$ cat config.mk
export PLATFORM = sky130hd
export DESIGN_NAME = toba_res_buf_flat
export DESIGN_NICKNAME = d
export VERILOG_FILES = /design/src/sv/toba_pkg.sv /design/src/sv/toba_if.sv /design/src/sv/toba_res_buf.sv /design/src/flat_wrapper.sv
export SDC_FILE = /design/constraint.sdc
export NUM_CORES = 1
export LEC_CHECK = 0
export ABC_AREA = 1
export ABC_CLOCK_PERIOD_IN_PS = 13300
export BUFFER_PORTS_ARGS = -buffer_cell sky130_fd_sc_hd__buf_2
export CORE_AREA = 2 2 354 356
export CTS_CLUSTER_DIAMETER = 200
export DETAILED_ROUTE_END_ITERATION = 10
export DIE_AREA = 0 0 356 358
export SLEW_MARGIN = 20
export SYNTH_ARGS = -nofsm -noshare
export SYNTH_HDL_FRONTEND = slang
export SYNTH_SLANG_ARGS = --single-unit
$ cat constraint.sdc
create_clock -name clk -period 13.3 [get_ports clk]
set_input_delay 0.665 -clock clk [delete_from_list [all_inputs] [get_ports clk]]
set_output_delay 0.665 -clock clk [all_outputs]
set_load 0.005 [all_outputs]
$ cat src/sv/toba_pkg.sv
`default_nettype none
// ----------------------------------------------------------------------------
// toba_pkg: shared types and constants of the trade OHLC bar aggregator
// Field widths, bucket divider reciprocals, the opening gate time and the
// structs that carry a trade, a bar and a result between the modules.
// ----------------------------------------------------------------------------
package toba_pkg;

  localparam int unsigned INST_W     = 4;
  localparam int unsigned PRICE_W    = 31;
  localparam int unsigned QTY_W      = 48;
  localparam int unsigned AMT_W      = 63;
  localparam int unsigned CNT_W      = 32;
  localparam int unsigned TIME_W     = 28;
  localparam int unsigned DAY_W      = 27;
  localparam int unsigned SLOT_OUT_W = 8;
  localparam int unsigned CUR_W      = 32;

  localparam int unsigned INSTRUMENTS = 16;
  localparam int unsigned IDX_W       = $clog2(INSTRUMENTS);

  localparam int unsigned ONE_MIN_RING_DEF  = 256;
  localparam int unsigned FIVE_MIN_RING_DEF = 64;

  // Bucket number of a time is floor(t * REC >> SH). The reciprocals are
  // rounded up and exact for every 28-bit time.
  localparam int unsigned REC_W  = 29;
  localparam int unsigned PROD_W = TIME_W + REC_W;
  localparam int unsigned Q_W    = 12;
  localparam logic [REC_W-1:0] REC_ONE_MIN  = 29'd351843721;  // 2^45 / 100000
  localparam int unsigned      SH_ONE_MIN   = 45;
  localparam logic [REC_W-1:0] REC_FIVE_MIN = 29'd281474977;  // 2^47 / 500000
  localparam int unsigned      SH_FIVE_MIN  = 47;

  localparam logic [TIME_W-1:0] GATE_TIME = 28'd93000000;

  localparam logic TF_ONE_MIN  = 1'b0;
  localparam logic TF_FIVE_MIN = 1'b1;

  typedef struct packed {
    logic [INST_W-1:0]  instrument;
    logic [PRICE_W-1:0] price;
    logic [QTY_W-1:0]   qty;
    logic [AMT_W-1:0]   amount;
    logic [TIME_W-1:0]  trade_time;
    logic [TIME_W-1:0]  feed_time;
    logic [Q_W-1:0]     bkt_one;
    logic [Q_W-1:0]     bkt_five;
  } trade_t;

  typedef struct packed {
    logic [PRICE_W-1:0] open_price;
    logic [PRICE_W-1:0] high_price;
    logic [PRICE_W-1:0] low_price;
    logic [PRICE_W-1:0] close_price;
    logic [QTY_W-1:0]   volume;
    logic [AMT_W-1:0]   amount;
    logic [CNT_W-1:0]   trade_count;
    logic [TIME_W-1:0]  bar_time;
  } bar_t;

  typedef struct packed {
    logic                  timeframe;
    logic [SLOT_OUT_W-1:0] slot;
    bar_t                  bar;
    logic                  last;
  } result_t;

endpackage
`default_nettype wire

$ cat src/sv/toba_if.sv
`default_nettype none


interface toba_out_if;
  logic                            valid;
  logic                            ready;
  logic                            timeframe;
  logic [toba_pkg::SLOT_OUT_W-1:0] slot;
  logic [toba_pkg::PRICE_W-1:0]    open_price;
  logic [toba_pkg::PRICE_W-1:0]    high_price;
  logic [toba_pkg::PRICE_W-1:0]    low_price;
  logic [toba_pkg::PRICE_W-1:0]    close_price;
  logic [toba_pkg::QTY_W-1:0]      volume;
  logic [toba_pkg::AMT_W-1:0]      amount;
  logic [toba_pkg::CNT_W-1:0]      trade_count;
  logic [toba_pkg::TIME_W-1:0]     bar_time;
  logic                            last;

  modport source (output valid, timeframe, slot, open_price, high_price, low_price,
                  close_price, volume, amount, trade_count, bar_time, last,
                  input ready);
  modport sink (input valid, timeframe, slot, open_price, high_price, low_price,
                close_price, volume, amount, trade_count, bar_time, last,
                output ready);
endinterface
`default_nettype wire

$ cat src/sv/toba_res_buf.sv
`default_nettype none
// ----------------------------------------------------------------------------
// toba_res_buf: two-entry result register
// Takes the results of a trade, up to two, at once and hands them to the
// result channel one transaction per cycle while out_ch is ready.
// ----------------------------------------------------------------------------
module toba_res_buf (
  input  logic                 clk,
  input  logic                 rst_n,
  input  logic                 push,
  input  logic [1:0]           push_cnt,
  input  toba_pkg::result_t    res0,
  input  toba_pkg::result_t    res1,
  output logic                 can_take,
  toba_out_if.source           out_ch
);

  toba_pkg::result_t ent_r [2];
  logic [1:0]        cnt_r;
  logic              pop;

  assign pop      = out_ch.valid & out_ch.ready;
  assign can_take = (cnt_r == 2'd0) || (cnt_r == 2'd1 && out_ch.ready);

  always_ff @(posedge clk) begin
    if (!rst_n) begin
      cnt_r <= 2'd0;
    end else if (push) begin
      cnt_r <= push_cnt;
    end else if (pop) begin
      cnt_r <= cnt_r - 1'b1;
    end
  end

  // A push only happens when the register is empty or drains in this cycle.
  always_ff @(posedge clk) begin
    if (push) begin
      ent_r[0] <= res0;
      ent_r[1] <= res1;
    end else if (pop) begin
      ent_r[0] <= ent_r[1];
    end
  end

  assign out_ch.valid       = (cnt_r != 2'd0);
  assign out_ch.timeframe   = ent_r[0].timeframe;
  assign out_ch.slot        = ent_r[0].slot;
  assign out_ch.open_price  = ent_r[0].bar.open_price;
  assign out_ch.high_price  = ent_r[0].bar.high_price;
  assign out_ch.low_price   = ent_r[0].bar.low_price;
  assign out_ch.close_price = ent_r[0].bar.close_price;
  assign out_ch.volume      = ent_r[0].bar.volume;
  assign out_ch.amount      = ent_r[0].bar.amount;
  assign out_ch.trade_count = ent_r[0].bar.trade_count;
  assign out_ch.bar_time    = ent_r[0].bar.bar_time;
  assign out_ch.last        = ent_r[0].last;

endmodule
`default_nettype wire
$ cat src/flat_wrapper.sv
// flat-port wrapper written by rule: the top's interface ports become plain ports
module toba_res_buf_flat 
  (clk, rst_n, push, push_cnt, res0, res1, can_take, out_ch_valid, out_ch_timeframe, out_ch_slot, out_ch_open_price, out_ch_high_price, out_ch_low_price, out_ch_close_price, out_ch_volume, out_ch_amount, out_ch_trade_count, out_ch_bar_time, out_ch_last, out_ch_ready);
  toba_out_if out_ch_i ();
  input  logic clk;
  input  logic rst_n;
  input  logic push;
  input  logic [1:0] push_cnt;
  input  toba_pkg::result_t res0;
  input  toba_pkg::result_t res1;
  output logic can_take;
  output wire logic [$bits(out_ch_i.valid)-1:0] out_ch_valid;
  output wire logic [$bits(out_ch_i.timeframe)-1:0] out_ch_timeframe;
  output wire logic [$bits(out_ch_i.slot)-1:0] out_ch_slot;
  output wire logic [$bits(out_ch_i.open_price)-1:0] out_ch_open_price;
  output wire logic [$bits(out_ch_i.high_price)-1:0] out_ch_high_price;
  output wire logic [$bits(out_ch_i.low_price)-1:0] out_ch_low_price;
  output wire logic [$bits(out_ch_i.close_price)-1:0] out_ch_close_price;
  output wire logic [$bits(out_ch_i.volume)-1:0] out_ch_volume;
  output wire logic [$bits(out_ch_i.amount)-1:0] out_ch_amount;
  output wire logic [$bits(out_ch_i.trade_count)-1:0] out_ch_trade_count;
  output wire logic [$bits(out_ch_i.bar_time)-1:0] out_ch_bar_time;
  output wire logic [$bits(out_ch_i.last)-1:0] out_ch_last;
  input wire logic [$bits(out_ch_i.ready)-1:0] out_ch_ready;
  assign out_ch_valid = out_ch_i.valid;
  assign out_ch_timeframe = out_ch_i.timeframe;
  assign out_ch_slot = out_ch_i.slot;
  assign out_ch_open_price = out_ch_i.open_price;
  assign out_ch_high_price = out_ch_i.high_price;
  assign out_ch_low_price = out_ch_i.low_price;
  assign out_ch_close_price = out_ch_i.close_price;
  assign out_ch_volume = out_ch_i.volume;
  assign out_ch_amount = out_ch_i.amount;
  assign out_ch_trade_count = out_ch_i.trade_count;
  assign out_ch_bar_time = out_ch_i.bar_time;
  assign out_ch_last = out_ch_i.last;
  assign out_ch_i.ready = out_ch_ready;
  toba_res_buf u_core (.clk(clk), .rst_n(rst_n), .push(push), .push_cnt(push_cnt), .res0(res0), .res1(res1), .can_take(can_take), .out_ch(out_ch_i));
endmodule
==> results of run 1 <==
worst paths after layout:
check	startpoint	endpoint	slack (ns)	cells after the start
worst max-delay path	u_core.cnt_r[0]$_SDFFE_PN0P_	u_core.ent_r[0][85]$_DFFE_PP_	9.76	7
worst max register to register	u_core.cnt_r[0]$_SDFFE_PN0P_	u_core.ent_r[0][85]$_DFFE_PP_	9.76	7
worst min register to register	u_core.cnt_r[0]$_SDFFE_PN0P_	u_core.cnt_r[0]$_SDFFE_PN0P_	0.53	2
worst min-delay path	res1[60]	u_core.ent_r[1][60]$_DFFE_PP_	0.18	1
synthesized netlist by cell type:
master | number | area [um^2]
nor2_1 | 4 | 15.01
buf_4 | 3 | 22.52
inv_2 | 2 | 7.510
o21ai_0 | 11 | 55.05
edfxtp_1 | 610 | 18320
nand3_4 | 1 | 17.52
ha_1 | 2 | 25.02
clkbuf_8 | 15 | 206.5
o21ai_1 | 90 | 450.4
dfxtp_1 | 2 | 40.04
nand2_1 | 316 | 1186
o21ai_2 | 205 | 1795
clkbuf_1 | 1 | 3.750
buf_6 | 48 | 540.5
inv_1 | 309 | 1160
nand3_1 | 1 | 5.000
flip-flops by register name, indices dropped and copies added, names as in the netlist:
signal,flops
u_core.ent_r,610
u_core.cnt_r,2
power groups by stage:
stage / Combinational (W) / Sequential (W) / Clock (W)
3_5_place_dp: 0.000488 / 0.00245 / 0
3_3_place_gp: 0.000482 / 0.00244 / 0
6_report: 0.000479 / 0.00241 / 0.00200
5_1_grt: 0.000535 / 0.00242 / 0.00214
4_1_cts: 0.000490 / 0.00241 / 0.00208
2_1_floorplan: 0.000198 / 0.00246 / 0
final cells by class:
type                            count  area share
Tap cell                         1637     0.06343
Clock buffer                       90     0.06118
Multi-Input combinational cell    630      0.1102
Clock inverter                     43     0.01213
Antenna cell                       16    0.001240
Inverter                          311     0.03615
Sequential cell                   612      0.5685
Timing Repair Buffer              934      0.1472
cells by family (layout without fill, tap and decap cells):
| logic type | count (synthesis) | count (layout) | share of synthesized area |
|---|---|---|---|
| AO/OA/AOI/OAI | 306 | 306 | 0.09648 |
| adder cells (fa/ha/maj) | 2 | 2 | 0.001049 |
| buffers and inverters | 378 | 1378 | 0.08137 |
| flip-flops | 612 | 612 | 0.7698 |
| other | 0 | 16 | 0 |
| AND/OR/NAND/NOR | 322 | 322 | 0.05131 |
per-layer routing:
layer | global-route usage | up-vias | routed length (um)
li1 | - | 7411 | -
met1 | 0.1523 | 7260 | 33450
met2 | 0.2149 | 801 | 41740
met3 | 0.05837 | 222 | 9471
met4 | 0.05291 | 28 | 2750
met5 | 0 | - | 175
stage by stage:
step	setup slack [ns]	power, W	instance area, um^2	utilization
floorplan	5.277	0.002658	23850	-
global placement	9.287	0.002926	29880	0.2423
detailed placement	9.251	0.002935	29880	0.2423
CTS	9.735	0.004978	32250	0.2615
global route	9.469	0.005102	32270	0.2617
finish	9.759	0.004889	32290	0.2619
==> flow_metrics.env, run 1 <==
export IMPL_seqCellArea_um2=18360
export IMPL_max_slew_margin=0.2791
export IMPL_post_route_period_util=0.2662
export IMPL_cap_violations=0
export IMPL_synth_seq_cells=612
export IMPL_synth_cell_area_um2=23850
export IMPL_p_clk_frac=0.410
export IMPL_slew_violations=0
export IMPL_cts_root_buf="clkbuf_16"
export IMPL_synthToLayoutAreaGrowth_pct=35.40
export IMPL_cts_setup_buffers=0
export IMPL_setup_viol=0
export IMPL_final_nets=3181
export IMPL_dpl_hpwl_um=69150
export IMPL_cts_clk_slew_worst_paths_ns=0.07
export IMPL_viasPerCell=3.679
export IMPL_grtUsageTotal=0.1322
export IMPL_endpoint_kind="flop"
export IMPL_hold_viol_final=0
export IMPL_power_density_nw_per_um2=151.4
export IMPL_ir_drop_mv=0.1073
export IMPL_avgSynthCellArea_um2=14.72
export IMPL_switching_power_w=0.001194
export IMPL_crit_slowest_cell="buf_4"
export IMPL_die_w_um=356
export IMPL_grt_antenna_before_repair=85
export IMPL_start_kind="flop"
export IMPL_synthCells=1620
export IMPL_vias=15720
export IMPL_fillCellCount=12960
export IMPL_grt_pass1_wl_um=116500
export IMPL_power_leakage_nw=14.37
export IMPL_p_sw_frac=0.2442
export IMPL_power_frac_comb=0.098
export IMPL_status="finished clean"
export IMPL_cp_cell_sequence="inv_1 > ha_1 > inv_2 > nand2_1 > nand2_4 > buf_4 > buf_4"
export IMPL_fmax_mhz=282.4
export IMPL_finalNonFillerCells=4273
export IMPL_gp_congestion=0.8462
export IMPL_cp_max_fo=69
export IMPL_dr_pass1_iters=5
export IMPL_yosysWarnings=0
export IMPL_grt_max_degree=165
export IMPL_cp_num_buf_inv=4
export IMPL_tightest_slew_ns=1.081
export IMPL_final_layout_size_suffix_gt1_frac=0.4763
export IMPL_rsz0062_at_grt="no"
export IMPL_portBuffers=922
export IMPL_syn_nets=2238
export IMPL_rows=129
export IMPL_wl_per_cell_um=20.50
export IMPL_crit_arrival_ns=3.81
export IMPL_critical_path_max_stage_delay_ns=0.82
export IMPL_die_area_um2=127400
export IMPL_drc=0
export IMPL_ant_nets=0
export IMPL_cts_sinks=612
export IMPL_coreArea_um2=123300
export IMPL_min_period_ns=3.541
export IMPL_cp_required_ns=13.57
export IMPL_cts_tree="built"
export IMPL_postCtsHoldBufs=0
export IMPL_p_int_w=0.003695
export IMPL_fin_worst_skew_ns=0.02068
export IMPL_drt_iter0_drc=1261
export IMPL_critical_path_top_delay_family="buffers and inverters"
export IMPL_setup_tns_ns=0
export IMPL_place_inst=4124
export IMPL_seqPwrFrac=0.492
export IMPL_synth_cell_types=16
export IMPL_critical_path_class="reg2reg"
export IMPL_globalRouteOverflowTotal=0
export IMPL_hold_slack_ns=0.1788
export IMPL_multiInputGateArea_um2=3557
export IMPL_hold_path_class="in2reg"
export IMPL_finalWirelength_um=87580
export IMPL_insertion_delay_ns=0.66
export IMPL_cts_buffers=74
export IMPL_cts_resized_gates=0
export IMPL_ios=923
export IMPL_clockBufferDepth=3
export IMPL_yosysSeqAreaShare=0.7698
export IMPL_worst_path_most_repeated_cell="buf_4"
export IMPL_die_h_um=358
export IMPL_grt_pass1_vias=15650
export IMPL_layout_commonest_cell="buf_2"
export IMPL_initial_core_util=0.1934
export IMPL_mostFrequentLayoutCells="buf_2, edfxtp_1, nand2_1"
export IMPL_cts_htree_levels=3
Note: power is estimated with default switching activity, not from simulation.
==> inputs of run 2 (changes only) <==
--- a/config.mk
+++ b/config.mk
@@ -6,12 +6,12 @@
 export NUM_CORES = 1
 export LEC_CHECK = 0
 export ABC_AREA = 1
-export ABC_CLOCK_PERIOD_IN_PS = 13300
+export ABC_CLOCK_PERIOD_IN_PS = 3580
 export BUFFER_PORTS_ARGS = -buffer_cell sky130_fd_sc_hd__buf_2
-export CORE_AREA = 2 2 354 356
+export CORE_AREA = 2 2 358 360
 export CTS_CLUSTER_DIAMETER = 200
 export DETAILED_ROUTE_END_ITERATION = 10
-export DIE_AREA = 0 0 356 358
+export DIE_AREA = 0 0 360 362
 export SLEW_MARGIN = 20
 export SYNTH_ARGS = -nofsm -noshare
 export SYNTH_HDL_FRONTEND = slang
==> constraint.sdc (replaced) <==
create_clock -name clk -period 3.58 [get_ports clk]
set_input_delay 0.179 -clock clk [delete_from_list [all_inputs] [get_ports clk]]
set_output_delay 0.179 -clock clk [all_outputs]
set_load 0.005 [all_outputs]
==> run 2 against run 1 <==
Compared with the run above: setup slack worse by 8.8 ns; critical path depth rose by 3; global-route usage is 0.84 points higher; clock power increased to 3.8 times the previous value; via count up 19%; non-clock buffer count increased by 650; worst hold slack better by 0.065 ns; utilization increased by 4.5 points; design area increased by 21%; register-to-register slack lost 8.8 ns; routed wire length grew 8.4%; largest cell class unchanged.
==> flow_metrics.env, run 2 (synthesized netlist as in run 1, its figures left out) <==
export IMPL_cp_required_ns=4.12
export IMPL_status="finished clean"
export IMPL_cts_buffers=74
export IMPL_cts_clk_slew_worst_paths_ns=0.06
export IMPL_r2r_cells=10
export IMPL_dr_pass1_iters=5
export IMPL_timing_rr_end="u_core.cnt_r[0]$_SDFFE_PN0P_"
export IMPL_globalRouteOverflowTotal=0
export IMPL_drt_iter0_drc=1327
export IMPL_p_int_w=0.01444
export IMPL_fin_worst_skew_ns=0.01044
export IMPL_wl_met3_um=7699
export IMPL_cts_htree_levels=3
export IMPL_reg2reg_slack_ns=0.92
export IMPL_switching_power_w=0.004625
export IMPL_initial_core_util=0.1882
export IMPL_crit_end="u_core.cnt_r[0]$_SDFFE_PN0P_"
export IMPL_gp_congestion=0.8709
export IMPL_seqPwrFrac=0.468
export IMPL_setup_viol=0
export IMPL_drc=0
export IMPL_fillCellCount=12670
export IMPL_fmax_mhz=375.7
export IMPL_p_clk_frac=0.402
export IMPL_ios=923
export IMPL_slew_violations=0
export IMPL_power_leakage_nw=17.16
export IMPL_setup_tns_ns=0
export IMPL_top_layer="met5"
export IMPL_cts_sinks=612
export IMPL_tightest_slew_ns=1.090
export IMPL_coreArea_um2=126700
export IMPL_start_kind="flop"
export IMPL_largestRegisters="u_core.ent_r (610), u_core.cnt_r (2)"
export IMPL_portBuffers=922
export IMPL_cts_resized_gates=0
export IMPL_mostFrequentLayoutCells="buf_2, dlygate4sd3_1, edfxtp_1"
export IMPL_vias=18660
export IMPL_largest_reg_flops=610
export IMPL_p_sw_frac=0.2426
export IMPL_final_layout_size_suffix_gt1_frac=0.3924
export IMPL_insertion_delay_ns=0.65
export IMPL_clockBufferDepth=3
export IMPL_hold_viol_final=0
export IMPL_hold_path_class="in2reg"
export IMPL_grtUsageTotal=0.1407
export IMPL_layout_commonest_cell="buf_2"
export IMPL_cts_root_buf="clkbuf_16"
export IMPL_endpoint_kind="flop"
export IMPL_wl_per_cell_um=19.15
export IMPL_grt_pass1_vias=19380
export IMPL_grt_max_degree=188
export IMPL_final_nets=3831
export IMPL_die_h_um=362
export IMPL_die_w_um=360
export IMPL_wl_met1_um=38870
export IMPL_viasPerCell=3.763
export IMPL_ir_drop_mv=0.3431
export IMPL_power_frac_comb=0.130
export IMPL_dpl_hpwl_um=70210
export IMPL_r2r_start="u_core.cnt_r[0]$_SDFFE_PN0P_"
export IMPL_ant_nets=0
export IMPL_cp_max_fo=72
export IMPL_cap_violations=0
export IMPL_crit_arrival_ns=3.20
export IMPL_die_area_um2=130300
export IMPL_cts_tree="built"
export IMPL_post_route_period_util=0.7435
export IMPL_largest_register="u_core.ent_r"
export IMPL_min_period_ns=2.662
export IMPL_grt_antenna_before_repair=52
export IMPL_max_slew_margin=0.2733
export IMPL_rsz0062_at_grt="no"
export IMPL_critical_path_class="reg2reg"
export IMPL_dr_wl_met2_um=45820
export IMPL_finalWirelength_um=94960
export IMPL_total_power_w=0.01907
export IMPL_rows=131
export IMPL_power_density_nw_per_um2=490.0
export IMPL_synthToLayoutAreaGrowth_pct=63.16
export IMPL_startpoint="u_core.cnt_r[0]$_SDFFE_PN0P_"
export IMPL_grt_pass1_wl_um=131800
-- run 2: power by group through the flow --
stage,registers (W),clock network [W],logic (W)
after floorplan,0.00907,0,0.000737
after global placement,0.00904,0,0.00185
after detailed placement,0.00905,0,0.00188
after CTS,0.00891,0.00793,0.00249
after global routing,0.00897,0.00818,0.00270
final,0.00891,0.00767,0.00248
-- run 2: worst min-delay path by stage --
stage	startpoint	to	slack, ns	cells past startpoint
2_1_floorplan	res1[0]	u_core.ent_r[1][0]$_DFFE_PP_	0.28	0
3_5_place_dp	res1[254]	u_core.ent_r[1][254]$_DFFE_PP_	0.36	1
5_1_grt	res1[0]	u_core.ent_r[1][0]$_DFFE_PP_	0.19	2
4_1_cts	res1[45]	u_core.ent_r[1][45]$_DFFE_PP_	0.15	2
3_3_place_gp	res1[254]	u_core.ent_r[1][254]$_DFFE_PP_	0.36	1
6_report	res1[24]	u_core.ent_r[1][24]$_DFFE_PP_	0.24	2
-- run 2: what timing repair did --
action                                 in CTS  in global routing
buffers inserted                            0                  0
hold buffers                              615                  0
endpoints found under the hold margin     633                  0
-- run 2: final cells by class --
| cell class | instances | area, um^2 | area share |
|---|---|---|---|
| antenna | 24 | 60.06 | 0.001543 |
| clock buffer | 94 | 1991 | 0.05116 |
| tap | 1662 | 2079 | 0.05344 |
| sequential | 612 | 18360 | 0.4718 |
| clock inverter | 41 | 456.7 | 0.01174 |
| inverter | 311 | 1167 | 0.03000 |
| timing repair buffer | 1584 | 11230 | 0.2887 |
| multi-input combinational | 630 | 3566 | 0.09164 |
-- run 2: worst max-delay path: stages, from the launching register on --
cell	delay, ns
dfxtp_1	0.38
inv_1	0.06
ha_1	0.20
inv_2	0.09
nand2_1	0.15
nand2_8	0.54
buf_4	0.38
nand2_1	0.09
nand2_1	0.06
dlygate4sd3_1	0.54
nor2_1	0.04
-- run 2: metrics by stage --
step	setup slack (ns)	hold slack, ns	instances	util	area [um^2]
3_3_place_gp	1.376	0.3552	4184	0.2387	30250
6_report	0.9181	0.2438	4958	0.3071	38910
2_1_floorplan	0.2582	0.2779	1620	-	23860
5_1_grt	0.7350	0.1859	4952	0.3070	38900
3_5_place_dp	1.324	0.3571	4184	0.2387	30250
4_1_cts	0.8726	0.1491	4934	0.3066	38850
-- run 2: per-layer routing --
layer,vias to the layer above,track usage
li1,8721,-
met2,868,0.2344
met3,181,0.04538
met4,22,0.05215
met5,-,0
met1,8866,0.1693
